`src/rtl/core/sgra_pkg.sv`:
```
// Shared types and codes for the sync group ready aggregator.
package sgra_pkg;

  // command codes
  localparam logic [1:0] CMD_ADD    = 2'd0;
  localparam logic [1:0] CMD_REMOVE = 2'd1;
  localparam logic [1:0] CMD_UPDATE = 2'd2;

  // status codes
  localparam logic [1:0] STAT_OK     = 2'd0;
  localparam logic [1:0] STAT_DUP    = 2'd1;
  localparam logic [1:0] STAT_ABSENT = 2'd2;

  // word field widths
  localparam int CMD_W    = 2;
  localparam int CLIENT_W = 4;
  localparam int EV_W     = 8;
  localparam int CNT_O_W  = 5;
  localparam int STAT_W   = 2;

  localparam int IN_DATA_W  = 24;
  localparam int OUT_DATA_W = 32;

  // controller -> datapath
  typedef struct packed {
    logic load;      // latch the input word
    logic apply;     // check the command, apply add/remove, read slot mask
    logic upd_wr;    // write back the updated mask
    logic sweep_rd;  // read the next slot of the sweep
    logic finish;    // load the result register, commit the group masks
  } dp_ctl_t;

  // datapath -> controller
  typedef struct packed {
    logic skip;        // nothing to rebuild (error or unused command)
    logic is_update;
    logic sweep_last;
    logic out_free;
  } dp_sts_t;

endpackage

```
`src/rtl/core/sync_group_ready_aggregator_core.sv`:
```
// Top level of the sync group ready aggregator.
// Keeps one synchronization group of CLIENTS member slots, each with an
// EVENT_BITS ready mask, and answers every command word with one result word.
// Input channel in_*: one command word per handshake (add, remove, update).
// Output channel out_*: one result word per command, in command order.
// A command is taken only while the sequencer is idle. After acceptance the
// slot is checked and changed, then one memory read per cycle sweeps all
// CLIENTS slots to rebuild the group AND/OR; that sweep sets the rate.
// From acceptance to out_tvalid, add/remove pass check, sweep, tail and
// result load; update adds a mask read-modify-write before the sweep; a
// rejected or unused command goes from check straight to the result load.
// The next command is taken in the cycle after the result is loaded.
// A result waits in the output register while out_tready is low; the next
// command may be accepted and worked on meanwhile, and it stalls only at its
// own result load until the register frees up.
// Reset empties the group: no members, AND all ones, OR zero, not synchronized.
module sync_group_ready_aggregator_core #(
  parameter int CLIENTS    = 16,
  parameter int EVENT_BITS = 8
) (
  input  logic                            clk,
  input  logic                            rst_n,
  input  logic                            in_tvalid,
  output logic                            in_tready,
  // [1:0] command, [5:2] client, [13:6] events, [21:14] yesno, [23:22] zero
  input  logic [sgra_pkg::IN_DATA_W-1:0]  in_tdata,
  output logic                            out_tvalid,
  input  logic                            out_tready,
  // [7:0] group AND mask, [15:8] group OR mask, [16] event_zero_changed,
  // [17] event_zero_level, [18] group_synchronized, [23:19] member_count,
  // [25:24] status, [31:26] zero
  output logic [sgra_pkg::OUT_DATA_W-1:0] out_tdata
);
  import sgra_pkg::*;

  dp_ctl_t ctl;
  dp_sts_t sts;

  sgra_ctrl u_ctrl (
    .clk      (clk),
    .rst_n    (rst_n),
    .in_valid (in_tvalid),
    .in_ready (in_tready),
    .sts      (sts),
    .ctl      (ctl)
  );

  sgra_dp #(
    .CLIENTS    (CLIENTS),
    .EVENT_BITS (EVENT_BITS)
  ) u_dp (
    .clk       (clk),
    .rst_n     (rst_n),
    .in_data   (in_tdata),
    .ctl       (ctl),
    .sts       (sts),
    .out_valid (out_tvalid),
    .out_ready (out_tready),
    .out_data  (out_tdata)
  );

endmodule

```
`src/rtl/core/sgra_ctrl.sv`:
```
// Command sequencer for the sync group ready aggregator.
module sgra_ctrl (
  input  logic             clk,
  input  logic             rst_n,
  input  logic             in_valid,
  output logic             in_ready,
  input  sgra_pkg::dp_sts_t sts,
  output sgra_pkg::dp_ctl_t ctl
);
  import sgra_pkg::*;

  localparam logic [2:0] S_IDLE   = 3'd0;
  localparam logic [2:0] S_CHECK  = 3'd1;
  localparam logic [2:0] S_MODIFY = 3'd2;
  localparam logic [2:0] S_SWEEP  = 3'd3;
  localparam logic [2:0] S_TAIL   = 3'd4;
  localparam logic [2:0] S_FIN    = 3'd5;

  logic [2:0] state_r, state_nxt;

  assign in_ready = (state_r == S_IDLE);

  always_comb begin
    state_nxt    = state_r;
    ctl          = '0;
    case (state_r)
      S_IDLE: begin
        if (in_valid) begin
          ctl.load  = 1'b1;
          state_nxt = S_CHECK;
        end
      end
      S_CHECK: begin
        ctl.apply = 1'b1;
        if (sts.skip) begin
          state_nxt = S_FIN;
        end else if (sts.is_update) begin
          state_nxt = S_MODIFY;
        end else begin
          state_nxt = S_SWEEP;
        end
      end
      S_MODIFY: begin
        ctl.upd_wr = 1'b1;
        state_nxt  = S_SWEEP;
      end
      S_SWEEP: begin
        ctl.sweep_rd = 1'b1;
        if (sts.sweep_last) begin
          state_nxt = S_TAIL;
        end
      end
      S_TAIL: begin
        state_nxt = S_FIN;
      end
      S_FIN: begin
        if (sts.out_free) begin
          ctl.finish = 1'b1;
          state_nxt  = S_IDLE;
        end
      end
      default: begin
        state_nxt = S_IDLE;
      end
    endcase
  end

  always_ff @(posedge clk) begin
    if (!rst_n) begin
      state_r <= S_IDLE;
    end else begin
      state_r <= state_nxt;
    end
  end

endmodule

```
`src/rtl/core/sgra_dp.sv`:
```
// Datapath: member slots, mask memory, AND/OR sweep and result register.
module sgra_dp #(
  parameter int CLIENTS    = 16,
  parameter int EVENT_BITS = 8
) (
  input  logic                                clk,
  input  logic                                rst_n,
  input  logic [sgra_pkg::IN_DATA_W-1:0]      in_data,
  input  sgra_pkg::dp_ctl_t                   ctl,
  output sgra_pkg::dp_sts_t                   sts,
  output logic                                out_valid,
  input  logic                                out_ready,
  output logic [sgra_pkg::OUT_DATA_W-1:0]     out_data
);
  import sgra_pkg::*;

  localparam int IDX_W = $clog2(CLIENTS);
  localparam int CNT_W = $clog2(CLIENTS + 1);
  localparam logic [EVENT_BITS-1:0] EVT_ALL = '1;

  // latched command word
  logic [CMD_W-1:0]      cmd_r;
  logic [IDX_W-1:0]      slot_r;
  logic                  slot_ok_r;
  logic [EVENT_BITS-1:0] ev_r, yn_r;

  // group state
  logic [CLIENTS-1:0]    present_r;
  logic [CNT_W-1:0]      count_r;
  logic                  sync_r;
  logic [EVENT_BITS-1:0] and_r, or_r;

  // per-command working state
  logic                  rebuilt_r;
  logic                  notify_ok_r;
  logic [STAT_W-1:0]     stat_r;
  logic [IDX_W-1:0]      idx_r;
  logic                  acc_v_r;
  logic                  pres_pipe_r;
  logic [EVENT_BITS-1:0] and_acc_r, or_acc_r;

  // mask memory
  logic [EVENT_BITS-1:0] mask_mem [CLIENTS];
  logic [EVENT_BITS-1:0] rdata_r;
  logic [IDX_W-1:0]      raddr;
  logic                  wr_en;
  logic [EVENT_BITS-1:0] wdata;

  logic                  out_valid_r;
  logic [OUT_DATA_W-1:0] out_data_r;

  logic [31:0]           client_ext;
  logic                  present_slot;
  logic [STAT_W-1:0]     stat_now;
  logic                  skip_now;
  logic [EVENT_BITS-1:0] upd_mask;
  logic [EVENT_BITS-1:0] new_and, new_or;
  logic                  changed;

  assign client_ext   = 32'(in_data[CMD_W +: CLIENT_W]);
  assign present_slot = slot_ok_r && present_r[slot_r];

  always_comb begin
    stat_now = STAT_OK;
    skip_now = 1'b0;
    case (cmd_r)
      CMD_ADD: begin
        if (!slot_ok_r) begin
          stat_now = STAT_ABSENT;
          skip_now = 1'b1;
        end else if (present_slot) begin
          stat_now = STAT_DUP;
          skip_now = 1'b1;
        end
      end
      CMD_REMOVE, CMD_UPDATE: begin
        if (!present_slot) begin
          stat_now = STAT_ABSENT;
          skip_now = 1'b1;
        end
      end
      default: begin
        skip_now = 1'b1;
      end
    endcase
  end

  assign sts.skip       = skip_now;
  assign sts.is_update  = (cmd_r == CMD_UPDATE);
  assign sts.sweep_last = (idx_r == IDX_W'(CLIENTS - 1));
  assign sts.out_free   = !out_valid_r || out_ready;

  // set where events&yesno, clear where events&~yesno
  assign upd_mask = (rdata_r & ~(ev_r & ~yn_r)) | (ev_r & yn_r);

  assign raddr = ctl.sweep_rd ? idx_r : slot_r;
  assign wr_en = ctl.upd_wr ||
                 (ctl.apply && !skip_now && (cmd_r == CMD_ADD || cmd_r == CMD_REMOVE));
  assign wdata = ctl.upd_wr ? upd_mask : '0;

  always_ff @(posedge clk) begin
    if (wr_en) begin
      mask_mem[slot_r] <= wdata;
    end
    rdata_r <= mask_mem[raddr];
  end

  // input latch
  always_ff @(posedge clk) begin
    if (ctl.load) begin
      cmd_r     <= in_data[0 +: CMD_W];
      slot_r    <= client_ext[IDX_W-1:0];
      slot_ok_r <= (client_ext < 32'(CLIENTS));
      ev_r      <= EVENT_BITS'(in_data[CMD_W + CLIENT_W +: EV_W]);
      yn_r      <= EVENT_BITS'(in_data[CMD_W + CLIENT_W + EV_W +: EV_W]);
    end
  end

  // membership and command bookkeeping
  always_ff @(posedge clk) begin
    if (!rst_n) begin
      present_r   <= '0;
      count_r     <= '0;
      sync_r      <= 1'b0;
      rebuilt_r   <= 1'b0;
      notify_ok_r <= 1'b0;
      stat_r      <= STAT_OK;
    end else if (ctl.apply) begin
      stat_r    <= stat_now;
      rebuilt_r <= !skip_now;
      if (!skip_now) begin
        case (cmd_r)
          CMD_ADD: begin
            present_r[slot_r] <= 1'b1;
            count_r           <= count_r + CNT_W'(1);
            notify_ok_r       <= (count_r != '0);
            if (count_r != '0) begin
              sync_r <= 1'b1;
            end
          end
          CMD_REMOVE: begin
            present_r[slot_r] <= 1'b0;
            count_r           <= count_r - CNT_W'(1);
            notify_ok_r       <= (count_r != CNT_W'(1));
          end
          default: begin
            notify_ok_r <= 1'b1;
          end
        endcase
      end
    end
  end

  // sweep over all slots, one memory read per cycle, each read accumulated in the cycle after it
  always_ff @(posedge clk) begin
    if (!rst_n) begin
      acc_v_r <= 1'b0;
    end else begin
      acc_v_r <= ctl.sweep_rd;
    end
  end

  always_ff @(posedge clk) begin
    if (ctl.apply) begin
      idx_r     <= '0;
      and_acc_r <= EVT_ALL;
      or_acc_r  <= '0;
    end else begin
      if (ctl.sweep_rd) begin
        idx_r       <= idx_r + IDX_W'(1);
        pres_pipe_r <= present_r[idx_r];
      end
      if (acc_v_r && pres_pipe_r) begin
        and_acc_r <= and_acc_r & rdata_r;
        or_acc_r  <= or_acc_r | rdata_r;
      end
    end
  end

  assign new_and = rebuilt_r ? and_acc_r : and_r;
  assign new_or  = rebuilt_r ? or_acc_r : or_r;
  assign changed = rebuilt_r && (new_and[0] ^ and_r[0]) && notify_ok_r;

  always_ff @(posedge clk) begin
    if (!rst_n) begin
      and_r <= EVT_ALL;
      or_r  <= '0;
    end else if (ctl.finish) begin
      and_r <= new_and;
      or_r  <= new_or;
    end
  end

  // result register
  always_ff @(posedge clk) begin
    if (!rst_n) begin
      out_valid_r <= 1'b0;
    end else if (ctl.finish) begin
      out_valid_r <= 1'b1;
    end else if (out_ready) begin
      out_valid_r <= 1'b0;
    end
  end

  always_ff @(posedge clk) begin
    if (ctl.finish) begin
      out_data_r <= {6'b0,
                     stat_r,
                     CNT_O_W'(32'(count_r)),
                     sync_r,
                     new_and[0],
                     changed,
                     EV_W'(new_or),
                     EV_W'(new_and)};
    end
  end

  assign out_valid = out_valid_r;
  assign out_data  = out_data_r;

endmodule

```
`config.mk`:
```
export PLATFORM = sky130hd
export DESIGN_NAME = sync_group_ready_aggregator_core
export DESIGN_NICKNAME = d
export VERILOG_FILES = /design/src/rtl/core/sgra_pkg.sv /design/src/rtl/core/sync_group_ready_aggregator_core.sv /design/src/rtl/core/sgra_ctrl.sv /design/src/rtl/core/sgra_dp.sv
export SDC_FILE = /design/constraint.sdc
export NUM_CORES = 1
export LEC_CHECK = 0
export BUFFER_PORTS_ARGS = -buffer_cell sky130_fd_sc_hd__buf_4
export CORE_AREA = 2 2 185 187
export DETAILED_ROUTE_END_ITERATION = 6
export DIE_AREA = 0 0 187 189
export GPL_ROUTABILITY_DRIVEN = 0
export PLACE_DENSITY = 0.44
export SETUP_SLACK_MARGIN = 0.02
export SYNTH_ARGS = -nofsm -noshare
export SYNTH_HDL_FRONTEND = slang
export SYNTH_SLANG_ARGS = --single-unit
```
`constraint.sdc`:
```
create_clock -name clk -period 4.2 [get_ports clk]
set_input_delay 0.84 -clock clk [delete_from_list [all_inputs] [get_ports clk]]
set_output_delay 0.84 -clock clk [all_outputs]
set_load 0.02 [all_outputs]
```
* Word level (Yosys, flattened, before mapping)
Memories as Yosys holds them, arrays and structs flattened. A register that Yosys moved wholly into a read port is not among the register bits.
Index checks and enable logic that the tools add are counted.
** Storage, ports and cells
- Word-level logic and storage cells :: 116
- Memory bits (writable) :: 128
- Input port bits :: 28
- Output and inout bits :: 34
- Register bits :: 117
- Memories :: 1
** Memory list
- u_dp.mask_mem :: depth 16, width 8, rd ports 1, clocked after memory_dff 1, write ports 1, line sgra_dp.sv:43 : logic [EVENT_BITS-1:0] mask_mem [CLIENTS];
** Operators by class
- Reductions and logical operators :: 23
- Equal/unequal tests :: 12
- $add $sub $neg :: 3
- Multiplexer cells :: 38
- Magnitude comparators :: 4
- Bitwise logic cells :: 14
** Operators with widths (count)
- 8-bit AND :: 4
- 16-bit case mux with 2 select lines :: 1
- 8-bit 2-to-1 mux :: 3
- 1-bit 2-to-1 mux :: 19
- 3-bit case mux with 6 select lines :: 1
- 16-bit AND :: 1
- 16-bit NOT :: 1
- 8-bit NOT :: 2
- 16-bit OR :: 1
- 8-bit OR :: 2
- 4-bit by 5-bit < comparator with 1-bit output, second input constant :: 3
- 3-bit 2-to-1 mux :: 4
- 5-bit case mux with 2 select lines :: 1
- 1-bit binary-select mux with 4-bit select :: 2
- 1-bit logical AND :: 7
- 3-bit by 2-bit equality test with 1-bit output, second input constant :: 2
- 3-bit equality test, second input constant :: 2
- 2-bit inequality test, second input constant :: 3
- 3-bit AND reduction :: 2
- 5-bit by 1-bit adder with 5-bit output, second input constant :: 1
- 5-bit by 1-bit inequality test with 1-bit output, second input constant :: 1
- 5-bit nonzero test :: 1
- 5-bit by 1-bit subtractor with 5-bit output, second input constant :: 1
- 4-bit by 1-bit adder with 4-bit output, second input constant :: 1
- other kinds (20) :: 28

* Longest topological paths before layout
Gate-level depths: netlist of the first run.
- Depth after elaboration :: 12
- Depth in mapped cells :: 8
- Mapped depth without buffers :: 7

* Hierarchy
Synthesis of the first run repeated with hierarchy kept, for this count alone.
** Unflattened totals
- Cells, all modules :: 712
- Area, all modules :: 10395.0 µm²
** Modules (own cells, without submodules)
- sgra_dp :: instances 1, area each 10153.5 µm², sequential area each 6726.5 µm², cells an instance 681
- sgra_ctrl :: instances 1, area each 241.5 µm², sequential area each 60.1 µm², cells an instance 31

* Worst setup path after synthesis of the first run
No wires, ideal clock.
- Path type :: flip-flop to flip-flop
- From :: reg u_dp.slot_r[0]
- To :: mem u_dp.mask_mem[15][0], enable pin
- Clock period less this slack :: 3245 ps
- Library setup time :: 370 ps
- Path buffers :: 3
- Cell stages (with the launch flop) :: 9
- Setup slack :: 955 ps
- Arrival :: 2875 ps
- Data required time :: 3830 ps
- Cell sequence :: edfxtp_1 -> buf_6 -> mux4_2 -> mux4_2 -> mux2_4 -> buf_2 -> o21a_1 -> clkbuf_1 -> nor2_1
** Between the ends
- Cells in the longest elaborated chain, start to end :: 12
- Elaborated cells between the ends (all ways) :: 13
- Those cells by class :: mux (8); reduce/logical (5)
** RTL lines
- from (decl) :: line sgra_dp.sv:23 : logic [IDX_W-1:0] slot_r;
- from (signal assigned) :: line sgra_dp.sv:112 : slot_r <= client_ext[IDX_W-1:0];
- 1-bit binary-select mux with 4-bit select :: line sgra_dp.sv:61 : assign present_slot = slot_ok_r && present_r[slot_r];
- 1-bit 2-to-1 mux (not written as such) :: line sgra_dp.sv:61
- 1-bit logical AND :: line sgra_dp.sv:61
- 1-bit 2-to-1 mux :: line sgra_dp.sv:71 : end else if (present_slot) begin
- 1-bit 2-to-1 mux :: line sgra_dp.sv:68 : if (!slot_ok_r) begin
- 1-bit case mux with 2 select lines :: line sgra_dp.sv:66 : case (cmd_r)
- 1-bit logical NOT :: line sgra_dp.sv:98 : (ctl.apply && !skip_now && (cmd_r == CMD_ADD || cmd_r == CMD_REMOVE));
- 1-bit logical AND (2 in a row) :: line sgra_dp.sv:98
- 1-bit logical OR :: line sgra_dp.sv:97 : assign wr_en = ctl.upd_wr ||
- 1-bit 2-to-1 mux :: line sgra_dp.sv:102 : if (wr_en) begin
- 1-bit 2-to-1 mux (not written as such) :: line sgra_dp.sv:103 : mask_mem[slot_r] <= wdata;
- to (decl) :: line sgra_dp.sv:43
Several ways; a longest one is shown, not always the timed one. The select of a mux whose other input is x is not followed.

==> results of run 1 <==
power by group:
part           switching (mW)  internal, mW
Sequential              0.107          2.76
Clock                   0.955          1.42
Combinational           0.391         0.246
worst max-delay path, cell delays in order, from the launching register on:
cell      delay (ns)
edfxtp_1        0.68
mux4_2          0.57
mux4_2          0.53
mux2_4          0.48
or3_1           0.68
o221a_1         0.36
layer usage:
layer | vias up | routed length, um | share of wire, %
met3 | 34 | 834 | 3.7
met4 | 0 | 400 | 1.8
met5 | - | 0 | 0
li1 | 2610 | - | -
met2 | 90 | 11200 | 50
met1 | 2804 | 9870 | 44
final timing paths:
kind,startpoint,end
worst max-delay path,u_dp.slot_r[0],register
worst min-delay path,u_dp.sync_r,u_dp.out_data[18]
worst max register to register,u_dp.slot_r[0],register
worst min register to register,u_dp.sync_r,u_dp.out_data[18]
logic make-up after synthesis:
kind of cell | count (synthesis) | share of synthesized area, %
compound gates | 77 | 5.74
xor+xnor | 4 | 0.353
fa+ha+maj | 8 | 1.01
buf+inv | 52 | 2.46
flops | 251 | 68.3
mux | 90 | 14.6
other cells | 1 | 0.0377
simple gates | 163 | 7.46
cell usage in the layout, fill, tap and decap left out, types with 8 or more instances in the layout:
cell type    n
a22oi_1     16
nor3_1      22
clkbuf_16   28
dfxtp_1     75
ha_1         8
mux2_2      17
nand3_1      8
mux4_2      42
mux2i_1     27
a21oi_1     14
inv_1        8
edfxtp_1   176
buf_4       73
o21ai_0     15
o221a_1     17
nor2_1      53
nand2_1     47
Yosys cell counts, drive strengths merged:
| cell type | count | area [um2] |
|---|---|---|
| o221a | 17 | 191 |
| and2 | 4 | 25.0 |
| mux2i | 29 | 290 |
| edfxtp | 176 | 5290 |
| and3 | 4 | 25.0 |
| a2111oi | 1 | 8.76 |
| mux4 | 42 | 946 |
| clkinv | 1 | 3.75 |
| xor2 | 4 | 35.0 |
| o41ai | 1 | 8.76 |
| conb | 1 | 3.75 |
| or2 | 2 | 12.5 |
| nand2b | 4 | 25.0 |
| a21oi | 14 | 70.1 |
| o311ai | 1 | 8.76 |
| nand2 | 47 | 176 |
| or3b | 1 | 8.76 |
| nand4b | 1 | 8.76 |
| o21ai | 16 | 80.1 |
| nand4 | 2 | 12.5 |
| nand3 | 8 | 40.0 |
| a31oi | 1 | 6.26 |
| a41oi | 1 | 8.76 |
| buf | 17 | 113 |
| a211oi | 2 | 15.0 |
| dfxtp | 75 | 1500 |
| o21bai | 1 | 7.51 |
| inv | 9 | 33.8 |
| nand3b | 1 | 7.51 |
| or3 | 3 | 18.8 |
| clkbuf | 25 | 93.8 |
| mux2 | 19 | 218 |
| o21a | 4 | 30.0 |
| nor4 | 4 | 25.0 |
| nor2b | 5 | 31.3 |
| nor2 | 53 | 199 |
| ha | 8 | 100 |
| a22oi | 16 | 120 |
| o31ai | 2 | 15.0 |
| or4 | 2 | 15.0 |
| nor3 | 22 | 110 |
state kept, by name (all words and copies together) (netlist names), named ones only:
signal,flops
u_dp.mask_mem,128
u_dp.out_data,25
u_dp.and_acc_r,8
u_dp.and_r,8
u_dp.ev_r,8
u_dp.or_acc_r,8
u_dp.or_r,8
u_dp.rdata_r,8
u_dp.yn_r,8
u_dp.count_r,5
u_dp.idx_r,4
u_dp.slot_r,4
u_ctrl.state_r,3
u_dp.cmd_r,2
u_dp.stat_r,2
u_dp.acc_v_r,1
u_dp.notify_ok_r,1
u_dp.out_valid,1
u_dp.pres_pipe_r,1
u_dp.rebuilt_r,1
u_dp.sync_r,1
area by class of cell:
cell class	instances	area [um2]
clock buffer	35	737
fill	3144	21500
multi-input combinational	348	2950
inverter	10	37.5
sequential	251	6790
tap	448	561
timing repair buffer	74	568
clock inverter	17	164
==> impl_summary.md, run 1 <==
Timing
The transition at the pin with the smallest max-transition slack is between 1 and 1.5 ns. Across the routed clock network, the largest skew measured is 0.0122 ns. The final hold slack is roughly 0.44 ns. The final critical path takes up between 80% and 90% of the cycle. The number of failing hold endpoints at the final stage is 0. Derived from the worst setup path, the maximum achievable clock frequency is 292 MHz. Adding up every negative setup slack in the final design gives 0 ns. Once routing completed, OpenROAD measured the worst setup slack at roughly 0.77 ns. Setup repair after global routing left no endpoint under its margin. The final-report setup violation count is 0. The clock period minus final worst setup slack is 3.43 ns. The remaining max-slew budget at the tightest pin is roughly 16%.

The max-slew violation count came to 0.

Finish
The final-stage net count is 749. The finished cells cover roughly 0.012 mm2. The layout cell share with drive strength beyond 1 is between 20 and 25%. The post-route non-filler standard cell count is about 1200.

0 antenna diodes ended up in the layout. For this run, the share of the core covered by cells in the final layout is a little over a third. From synthesis to final layout, the design area changed by 18.8%.

Worst hold path
The worst hold path belongs to the class register to register. The number of cells on the worst hold path is 0.

Clock network
The number of setup buffers added after CTS is 0. TritonCTS built the clock tree. The clock insertion delay at the later pin of the skew report is 0.54 ns.

The total CTS buffers is 28. For this design, the sink count on the clock tree is approximately 250. Buffers inserted to repair hold after CTS numbered 0.

CTS built an H-tree with a depth of 1. Gates resized during post-CTS repair numbered 0. The clock transition at the register clock pins on the worst setup and hold paths after CTS is approximately 0.06 ns.

The root cell of the clock tree is clkbuf_16. The number of buffers on the longest clock path is 3.

Global routing
The peak-usage layer in the global routing report is met2. For this run, global-route usage on met2 was measured as 22.8%. In the global route stage, met1 resource usage came out at ~16%. The first global-routing pass estimated between 30 and 40 mm of wire. The number of global-route vias before repair is ~5900. After global routing the overflow that remains totals 0. The global routing usage on met3 is 2.11%.

The number of antenna violations at the first check in global routing is 0. Entering global routing, the biggest net connects 42 pins. The global-route usage over all layers is 12.7%.

Synth
The synthesized netlist occupies a cell area of just under 0.01 mm2. The sequential share of the synthesized area is about two thirds. The netlist uses 48 different library cells. In this run the mean area of a mapped cell was 15.4 um2. Synthesis produced a netlist whose cell count is roughly 650. The count of synthesis-stage warnings from yosys is 0.

The total of flip-flops plus latches after synthesis is between 200 and 300.

Drt
For this block, the routed nets add up to approximately 22 mm of wire. After detailed routing, the number of remaining DRC violations is 0. The first detailed-routing pass ran for 4 iterations.

The average detailed-routed wire length per instance is 18.8 um. In this run the remaining antenna-violating nets after routing total 0. The via total after detailed routing is 5538. The number of violations reported at the end of detailed-routing iteration 0 is about 330. Using the TritonRoute via totals, the vias-per-cell ratio works out to ~4.7.

Setup path
The arrival time at the worst endpoint is 3.85 ns. The biggest fanout along the worst timing path is 31. The number of cells traversed by the worst register-to-register path is 5.

The critical path class is register to register. The kind of start point of the critical path is a register. The required time of the critical path is 4.62 ns. The worst setup path is captured at a register.

Across all register-to-register paths, the minimum setup slack is between 0.7 and 0.8 ns.

Floorplan
The vertical die dimension is about 190 um. The core region area is 0.0333 mm2. The initial core utilization is between 20% and 30%.

The die covers 0.0353 mm2. The count of boundary I/O pins is 62. The chip width is between 150 and 200 um. The row count is 67.

Place
The wire-length estimate of the detail-placed layout is 14.8 mm. After detailed placement, the total cell area comes to about 0.011 mm2. The total placed cells including tap cells is between 1000 and 1500. At the placement stage, the worst setup path has a slack of 0.753 ns. The count of input and output buffers is between 50 and 60.

Pwr
The maximum vdd ir drop is 0.000269 V. Power spread over the standard cell area amounts to 499 mW/mm2. The final total power is just under 6 mW.

The analysis attributes to cell leakage a power of ~3.9 nW.

Run
The number of maximum-capacitance constraint violations is 0.

Status
The run finished with clean final reports.
(Power assumes the default switching activity.)
==> run 2, diff against run 1 <==
--- a/config.mk
+++ b/config.mk
@@ -10,7 +10,7 @@
 export DETAILED_ROUTE_END_ITERATION = 6
 export DIE_AREA = 0 0 187 189
 export GPL_ROUTABILITY_DRIVEN = 0
-export PLACE_DENSITY = 0.44
+export PLACE_DENSITY = 0.46
 export SETUP_SLACK_MARGIN = 0.02
 export SYNTH_ARGS = -nofsm -noshare
 export SYNTH_HDL_FRONTEND = slang
==> constraint.sdc (replaced) <==
create_clock -name clk -period 3.1 [get_ports clk]
set_input_delay 0.62 -clock clk [delete_from_list [all_inputs] [get_ports clk]]
set_output_delay 0.62 -clock clk [all_outputs]
set_load 0.02 [all_outputs]
==> run 2 against run 1 <==
  * Hold slack worse by 0.19 ns
  * Utilization is 0.59 points higher
  * Die area is the same
==> impl_summary.md, run 2 (synthesized netlist as in run 1, its figures left out) <==
Drt
The number of violations reported at the end of detailed-routing iteration 0 is roughly 270. In the final routing, the length of wire on met1 measures 10.1 mm. After detailed routing, the met2 layer carries approximately 11 mm of wire. The routed design has 22.5 mm of wire. The first detailed-routing pass took 5 iterations. The count of antenna-violating nets left after detailed routing is 0. The post-detailed-route via-to-cell ratio is between 4 and 5. In the final routed layout, each cell accounts on average for roughly 19 um. Summed over all nets, wire length on met3 after detailed routing comes to 1.05 mm. In the routed design, unresolved DRC markers number 0. The routed layout has 5749 vias. After detailed routing, no signal wire sits above met4.

Global routing
The first global-routing pass estimated between 30 and 40 mm of wire. The number of global-route vias before repair came to about 5900. The number of antenna violations at the first check in global routing is 0. Entering global routing, the biggest net connects 42 pins. For this run, the total global-route usage over all layers was measured as between 10% and 20%.

The aggregate global routing overflow is 0.

Setup path
The worst setup path is of the register to register kind. In this design, the stage delay of the slowest critical-path cell is ~0.55 ns. The required time of the critical path is 3.34 ns.

For this design, the slowest cell found on the critical path is mux4_2. The kind of cell with the highest combined delay along the critical path is multiplexers. The critical path runs through a total of 7 cells.

The signal on the critical path passes through mux4_2 -> mux4_2 -> mux2_4 -> o21a_1 -> buf_12 -> nor2_1 -> buf_4. The category of the worst setup path capture point is a register. In this run the worst path has a maximum fanout of 16. By instance count, the cell type seen most on the critical path is mux4_2. STA classifies the critical path startpoint as a register. The number of cells traversed by the worst register-to-register path is 7.

At the worst endpoint, the arrival time is around 3.2 ns. The count of buffer and inverter cells on the critical path is 2.

Floorplan
The row count is 67. The core region area is approximately 0.033 mm2. The vertical die dimension is roughly 190 um. The chip width is between 150 and 200 um. The count of boundary I/O pins is a little over 60. The floorplan die area is around 0.035 mm2. The initial core utilization is about 30%.

Timing
The sum of negative setup slack is 0 ns. The clock period could shrink to 2.98 ns. The share of the clock period used by the worst path after layout is between 90 and 100%.

The number of failing hold endpoints at the final stage is 0. The remaining max-slew budget at the tightest pin is between 40% and 50%. The final clock skew is 0.0164 ns. The final-report setup violation count is 0. The transition at the pin with the smallest max-transition slack is ~0.83 ns. The maximum operating frequency is roughly 340 MHz. The tightest hold path in the finished design has a slack of roughly 0.25 ns.

Setup repair after global routing left no endpoint under its margin. The max-slew violation count is 0. Setup slack closes at around 0.12 ns.

Run
The number of maximum-capacitance constraint violations is 0.

Finish
Once layout is complete, the utilization of the core stands at between 30% and 40%. The finished layout holds 1196 standard cells, fillers aside. Cells with a size suffix above 1 make up between 20% and 30% of the layout. Once layout is done, the placed cells without fillers occupy 0.0120 mm2. The largest register by flop count is u_dp.mask_mem. The relative area change from synthesis to final layout is 20.8%. The final-stage net count is 762. Leaving out fill and tap cells, the most frequent cells in the layout are edfxtp_1 (176), buf_4 (83), dfxtp_1 (75). The number of flip-flops in the largest register is approximately 130.

The number of antenna diodes in the final layout is 0. Leaving out fill and tap cells, the most frequent cell in the layout is edfxtp_1.

Place
The HPWL reported at the end of detailed placement is around 15 mm. The total placed cells including tap cells is between 1000 and 1500. Prior to clock tree synthesis, the placed netlist has a worst setup slack of around 0.07 ns. Input and output buffers added on the ports amount to 53. Once placement finished, the instance area stood at between 0.01 and 0.015 mm2.

Clock network
The clock drives approximately 250 sinks. The number of buffers on the longest clock path is 3. After clock tree synthesis, the clock-pin slew on the worst setup and hold paths is approximately 0.06 ns.

TritonCTS created 28 clock buffers. TritonCTS built the clock tree. The root cell of the clock tree is clkbuf_16.

In this run the number of H-tree levels came out at 1. The clock insertion delay at the later pin of the skew report is approximately 0.55 ns. The number of instances resized during post-cts repair is 0.

Pwr
The final total power is between 8 and 9 mW. IR analysis of the VDD net gives a maximum drop of 0.000335 V. The leakage power is around 4 nW. The ratio of total power to cell area is around 670 mW/mm2.

Worst hold path
Along the worst hold path, the cell count comes to 1. The min-delay analysis places its worst path in the category input pin to register.

Status
The flow ran to the end, and the final reports show no timing, DRC or antenna violations.
[run 2: cell types whose count changed in the layout (fill, tap and decap cells not counted), sizes merged]
cell | previous run | this run
buf | 74 | 87
clkbuf | 35 | 38
clkinv | 15 | 13
bufinv | 3 | 2
[run 2: final cells by class]
cell class / count / area, um2
sequential: 251 / 6790
clock buffer: 38 / 758
multi-input combinational: 348 / 3020
fill: 3153 / 21300
tap: 448 / 561
timing repair buffer: 87 / 703
clock inverter: 14 / 129
inverter: 10 / 37.5
[run 2: what timing repair did]
item                       in CTS  in global routing
buffers inserted                0                  0
hold buffers                    0                  0
hold endpoints to repair        0                  0
setup endpoints to repair       0                 22
[run 2: worst paths after layout]
check	from	end	slack, ns
setup / recovery	u_dp.slot_r[0]	u_dp.mask_mem[14][6]	0.12
hold / removal	in_tdata[15]	u_dp.yn_r[1]	0.25
setup reg to reg	u_dp.slot_r[0]	u_dp.mask_mem[14][6]	0.12
hold reg to reg	u_dp.sync_r	u_dp.out_data[18]	0.44
[run 2: power breakdown]
group          switching (mW)  leakage (nW)  internal (mW)  total [mW]
clock network            1.30         0.442           1.88        3.18
registers               0.122          2.19           3.74        3.86
logic                   0.577          1.39          0.395       0.972
total                    2.00          4.02           6.01        8.01
[run 2: metal layers]
metal | global-route usage [%] | vias up
li1 | - | 2637
met1 | 16.7 | 2937
met2 | 21.5 | 138
met3 | 2.50 | 37
met4 | 3.88 | 0
met5 | 0 | -
==> run 3, diff against run 2 <==
--- a/config.mk
+++ b/config.mk
@@ -10,7 +10,7 @@
 export DETAILED_ROUTE_END_ITERATION = 6
 export DIE_AREA = 0 0 187 189
 export GPL_ROUTABILITY_DRIVEN = 0
-export PLACE_DENSITY = 0.46
+export PLACE_DENSITY = 0.54
 export SETUP_SLACK_MARGIN = 0.02
 export SYNTH_ARGS = -nofsm -noshare
 export SYNTH_HDL_FRONTEND = slang
==> run 3 against run 2 <==
  * Global-route usage down 0.71 points
  * Clock skew up 0.0043 ns
  * Critical path type unchanged
  * Fmax up 0.61%
  * Highest routed layer unchanged
  * Register-to-register slack better by 0.02 ns
  * Largest cell class unchanged
  * Routed wire length down 4.8%
  * Sequential share of layout area down 0.21 points
  * Critical path depth unchanged
  * Clock power up 3%
  * Design area up 0.37%
  * Total power up 1.1%
  * Setup slack better by 0.018 ns
  * Via count down 3.9%
==> impl_summary.md, run 3 (synthesized netlist as in run 1, its figures left out) <==
Pwr
The ratio of total power to cell area is just under 700 mW/mm2. The leakage power is about 4.0 nW. The maximum vdd ir drop is between 0.0003 and 0.0004 V.

Floorplan
The die covers 0.0353 mm2. The core region area is ~0.033 mm2. Measured along the x axis, the die boundary spans about 190 um. The vertical die dimension is approximately 190 um.

The row count is between 60 and 70. The initial core utilization is 29.9%. In this run the count of I/O pins placed on the die edge is 62.

Place
Summed over all nets, the half-perimeter wirelength after detailed placement is roughly 14 mm. Summing all placed instances gives a cell area of ~0.011 mm2. The count of input and output buffers is 53. Timing analysis after detailed placement gives a worst setup slack of about 0.0089 ns.

Drt
The detail route stage leaves a number of antenna-violating nets equal to 0. The number of violations reported at the end of detailed-routing iteration 0 is 331. The post-detailed-route via-to-cell ratio is between 4 and 5.

For this run, design rule violations remaining after detail routing come to 0. The detailed router placed around 5500 vias in this run. The routed design has roughly 21 mm of wire. Dividing the detail-routed wire length by the instance count gives around 18 um. The first TritonRoute pass finished after 4 iterations.

Timing
Summed over all failing endpoints, the final setup total negative slack is 0 ns. Setup violations remaining at the end of the flow were counted as 0. The transition at the pin with the smallest max-transition slack is 0.806 ns.

In this run the tightest slew margin relative to its limit is between 40% and 50%. The number of failing hold endpoints at the final stage is 0. Timing would allow up to 337 MHz. The final clock skew is about 0.021 ns. The share of the clock period used by the worst path after layout is a little over nine tenths. For the finished layout, the period the worst path requires is around 3.0 ns. The max-slew violation count came to 0. The least setup slack across all paths after layout is around 0.13 ns. The final hold slack is approximately 0.27 ns. Setup repair after global routing left no endpoint under its margin.

Finish
The relative area change from synthesis to final layout is 21.2%. The final-stage net count is about 760. The most common library cell in the layout ignoring fill and taps is edfxtp_1.

The number of diodes is 0. The final design area excluding fillers is ~0.012 mm2. In the final layout, the share of cells above drive strength 1 is between 20% and 30%.

The multi-input combinational cells in the finished layout cover a total of just over 0.003 mm2. The filler cells instantiated in the layout total approximately 3100. The storage element area is slightly below 0.007 mm2. Leaving out fill and tap cells, the most frequent cells in the layout are edfxtp_1 (176), buf_4 (79), dfxtp_1 (75). The largest register by flop count is u_dp.mask_mem. The register with the most flip-flops in the layout has between 100 and 150 of them.

Setup path
For the worst setup path, the data required time is approximately 3.3 ns. The delay contributed by the slowest stage of the critical path is 0.55 ns. The kind of start point of the critical path is a register. The cell type group with the largest total delay on the critical path is multiplexers. The category of the worst setup path capture point is a register. On the critical path, the stage with the largest delay is an instance of mux4_2. Along the worst path, the maximum fanout reaches 16.

The critical path class is register to register. Data on the critical path arrives at its endpoint at between 3 and 4 ns. The number of cells on the critical path is 7. The number of cells traversed by the worst register-to-register path is 7. The number of buffers and inverters on the critical path is 2. The cell with the most instances on the worst path is mux4_2. The critical path goes through mux4_2 -> mux4_2 -> mux2_4 -> o21a_1 -> buf_12 -> nor2_1 -> buf_6.

Clock network
In this run the clock root is driven by a clkbuf_16. In this run, post-CTS hold repair placed 0 buffers. The clock passes through at most 3 buffers. TritonCTS built the clock tree. For this design, the sink count on the clock tree is between 200 and 300.

The clock transition at the register clock pins on the worst setup and hold paths after CTS is 0.06 ns. Clock latency on the worst-skew pair, taken at its later pin, is around 0.53 ns. Counting the buffers created by CTS gives 27. CTS built an H-tree with a depth of 1.

Global routing
Entering global routing, the biggest net connects 42 pins. The number of global-route vias before repair is 5644. Global routing used between 10 and 15% of the available tracks across all layers. The number of antenna violations at the first check in global routing is 0. For this run the aggregate overflow at the end of global routing stands at 0. The global-route wire length before repair is 33.0 mm.

Status
The flow ran to the end, and the final reports show no timing, DRC or antenna violations.

Run
The tool flagged a number of max-cap violations equal to 0.

Worst hold path
The min-delay analysis places its worst path in the category input pin to register. Counting instances, the worst hold path has a depth of 1.
run 3: changes by cell type in the layout (fill, tap and decap cells not counted), sizes merged:
| cell | before | now |
|---|---|---|
| bufinv | 2 | 4 |
| clkbuf | 38 | 30 |
| clkinvlp | 0 | 3 |
run 3: layer usage:
metal	GRT usage, %	vias up	routed length [um]
met5	0	-	0
met4	2.96	0	289
met3	1.98	27	898
met2	21.2	112	10600
met1	15.5	2755	9630
li1	-	2629	-
run 3: area by class of cell:
type / instances / share of cell area (%)
clock inverter: 19 / 1.67
clock buffer: 30 / 5.96
tap: 448 / 4.65
multi-input combinational: 348 / 25.2
inverter: 10 / 0.312
sequential: 251 / 56.4
timing repair buffer: 87 / 5.89
run 3: path summary, 6_finish.rpt:
check                      start              endpoint  slack [ns]
setup reg to reg  u_dp.slot_r[0]  u_dp.mask_mem[14][3]        0.13
hold / removal       in_tdata[1]         u_dp.cmd_r[1]        0.27
hold reg to reg      u_dp.sync_r     u_dp.out_data[18]        0.44
setup / recovery  u_dp.slot_r[0]  u_dp.mask_mem[14][3]        0.13
run 3: timing repair:
item                                    4_1_cts  5_1_grt
setup buffers                                 0        2
pin swaps                                     0        1
gates resized for setup                       1        5
gates cloned                                  0        0
endpoints found under the setup margin       16      115
run 3: metrics by stage:
| stage | power, mW | std cells | util [%] |
|---|---|---|---|
| 2_1_floorplan | 4.52 | 651 | - |
| 3_3_place_gp | 4.90 | 1142 | 33.3 |
| 3_5_place_dp | 4.91 | 1142 | 33.3 |
| 4_1_cts | 8.21 | 1191 | 36.1 |
| 5_1_grt | 8.43 | 1193 | 36.2 |
| 6_report | 8.11 | 1193 | 36.2 |
run 3: report_power, final:
part / internal (mW) / switching, mW / leakage (nW)
Clock: 2.00 / 1.29 / 0.453
Sequential: 3.74 / 0.120 / 2.19
Combinational: 0.393 / 0.565 / 1.39
Total: 6.13 / 1.98 / 4.04
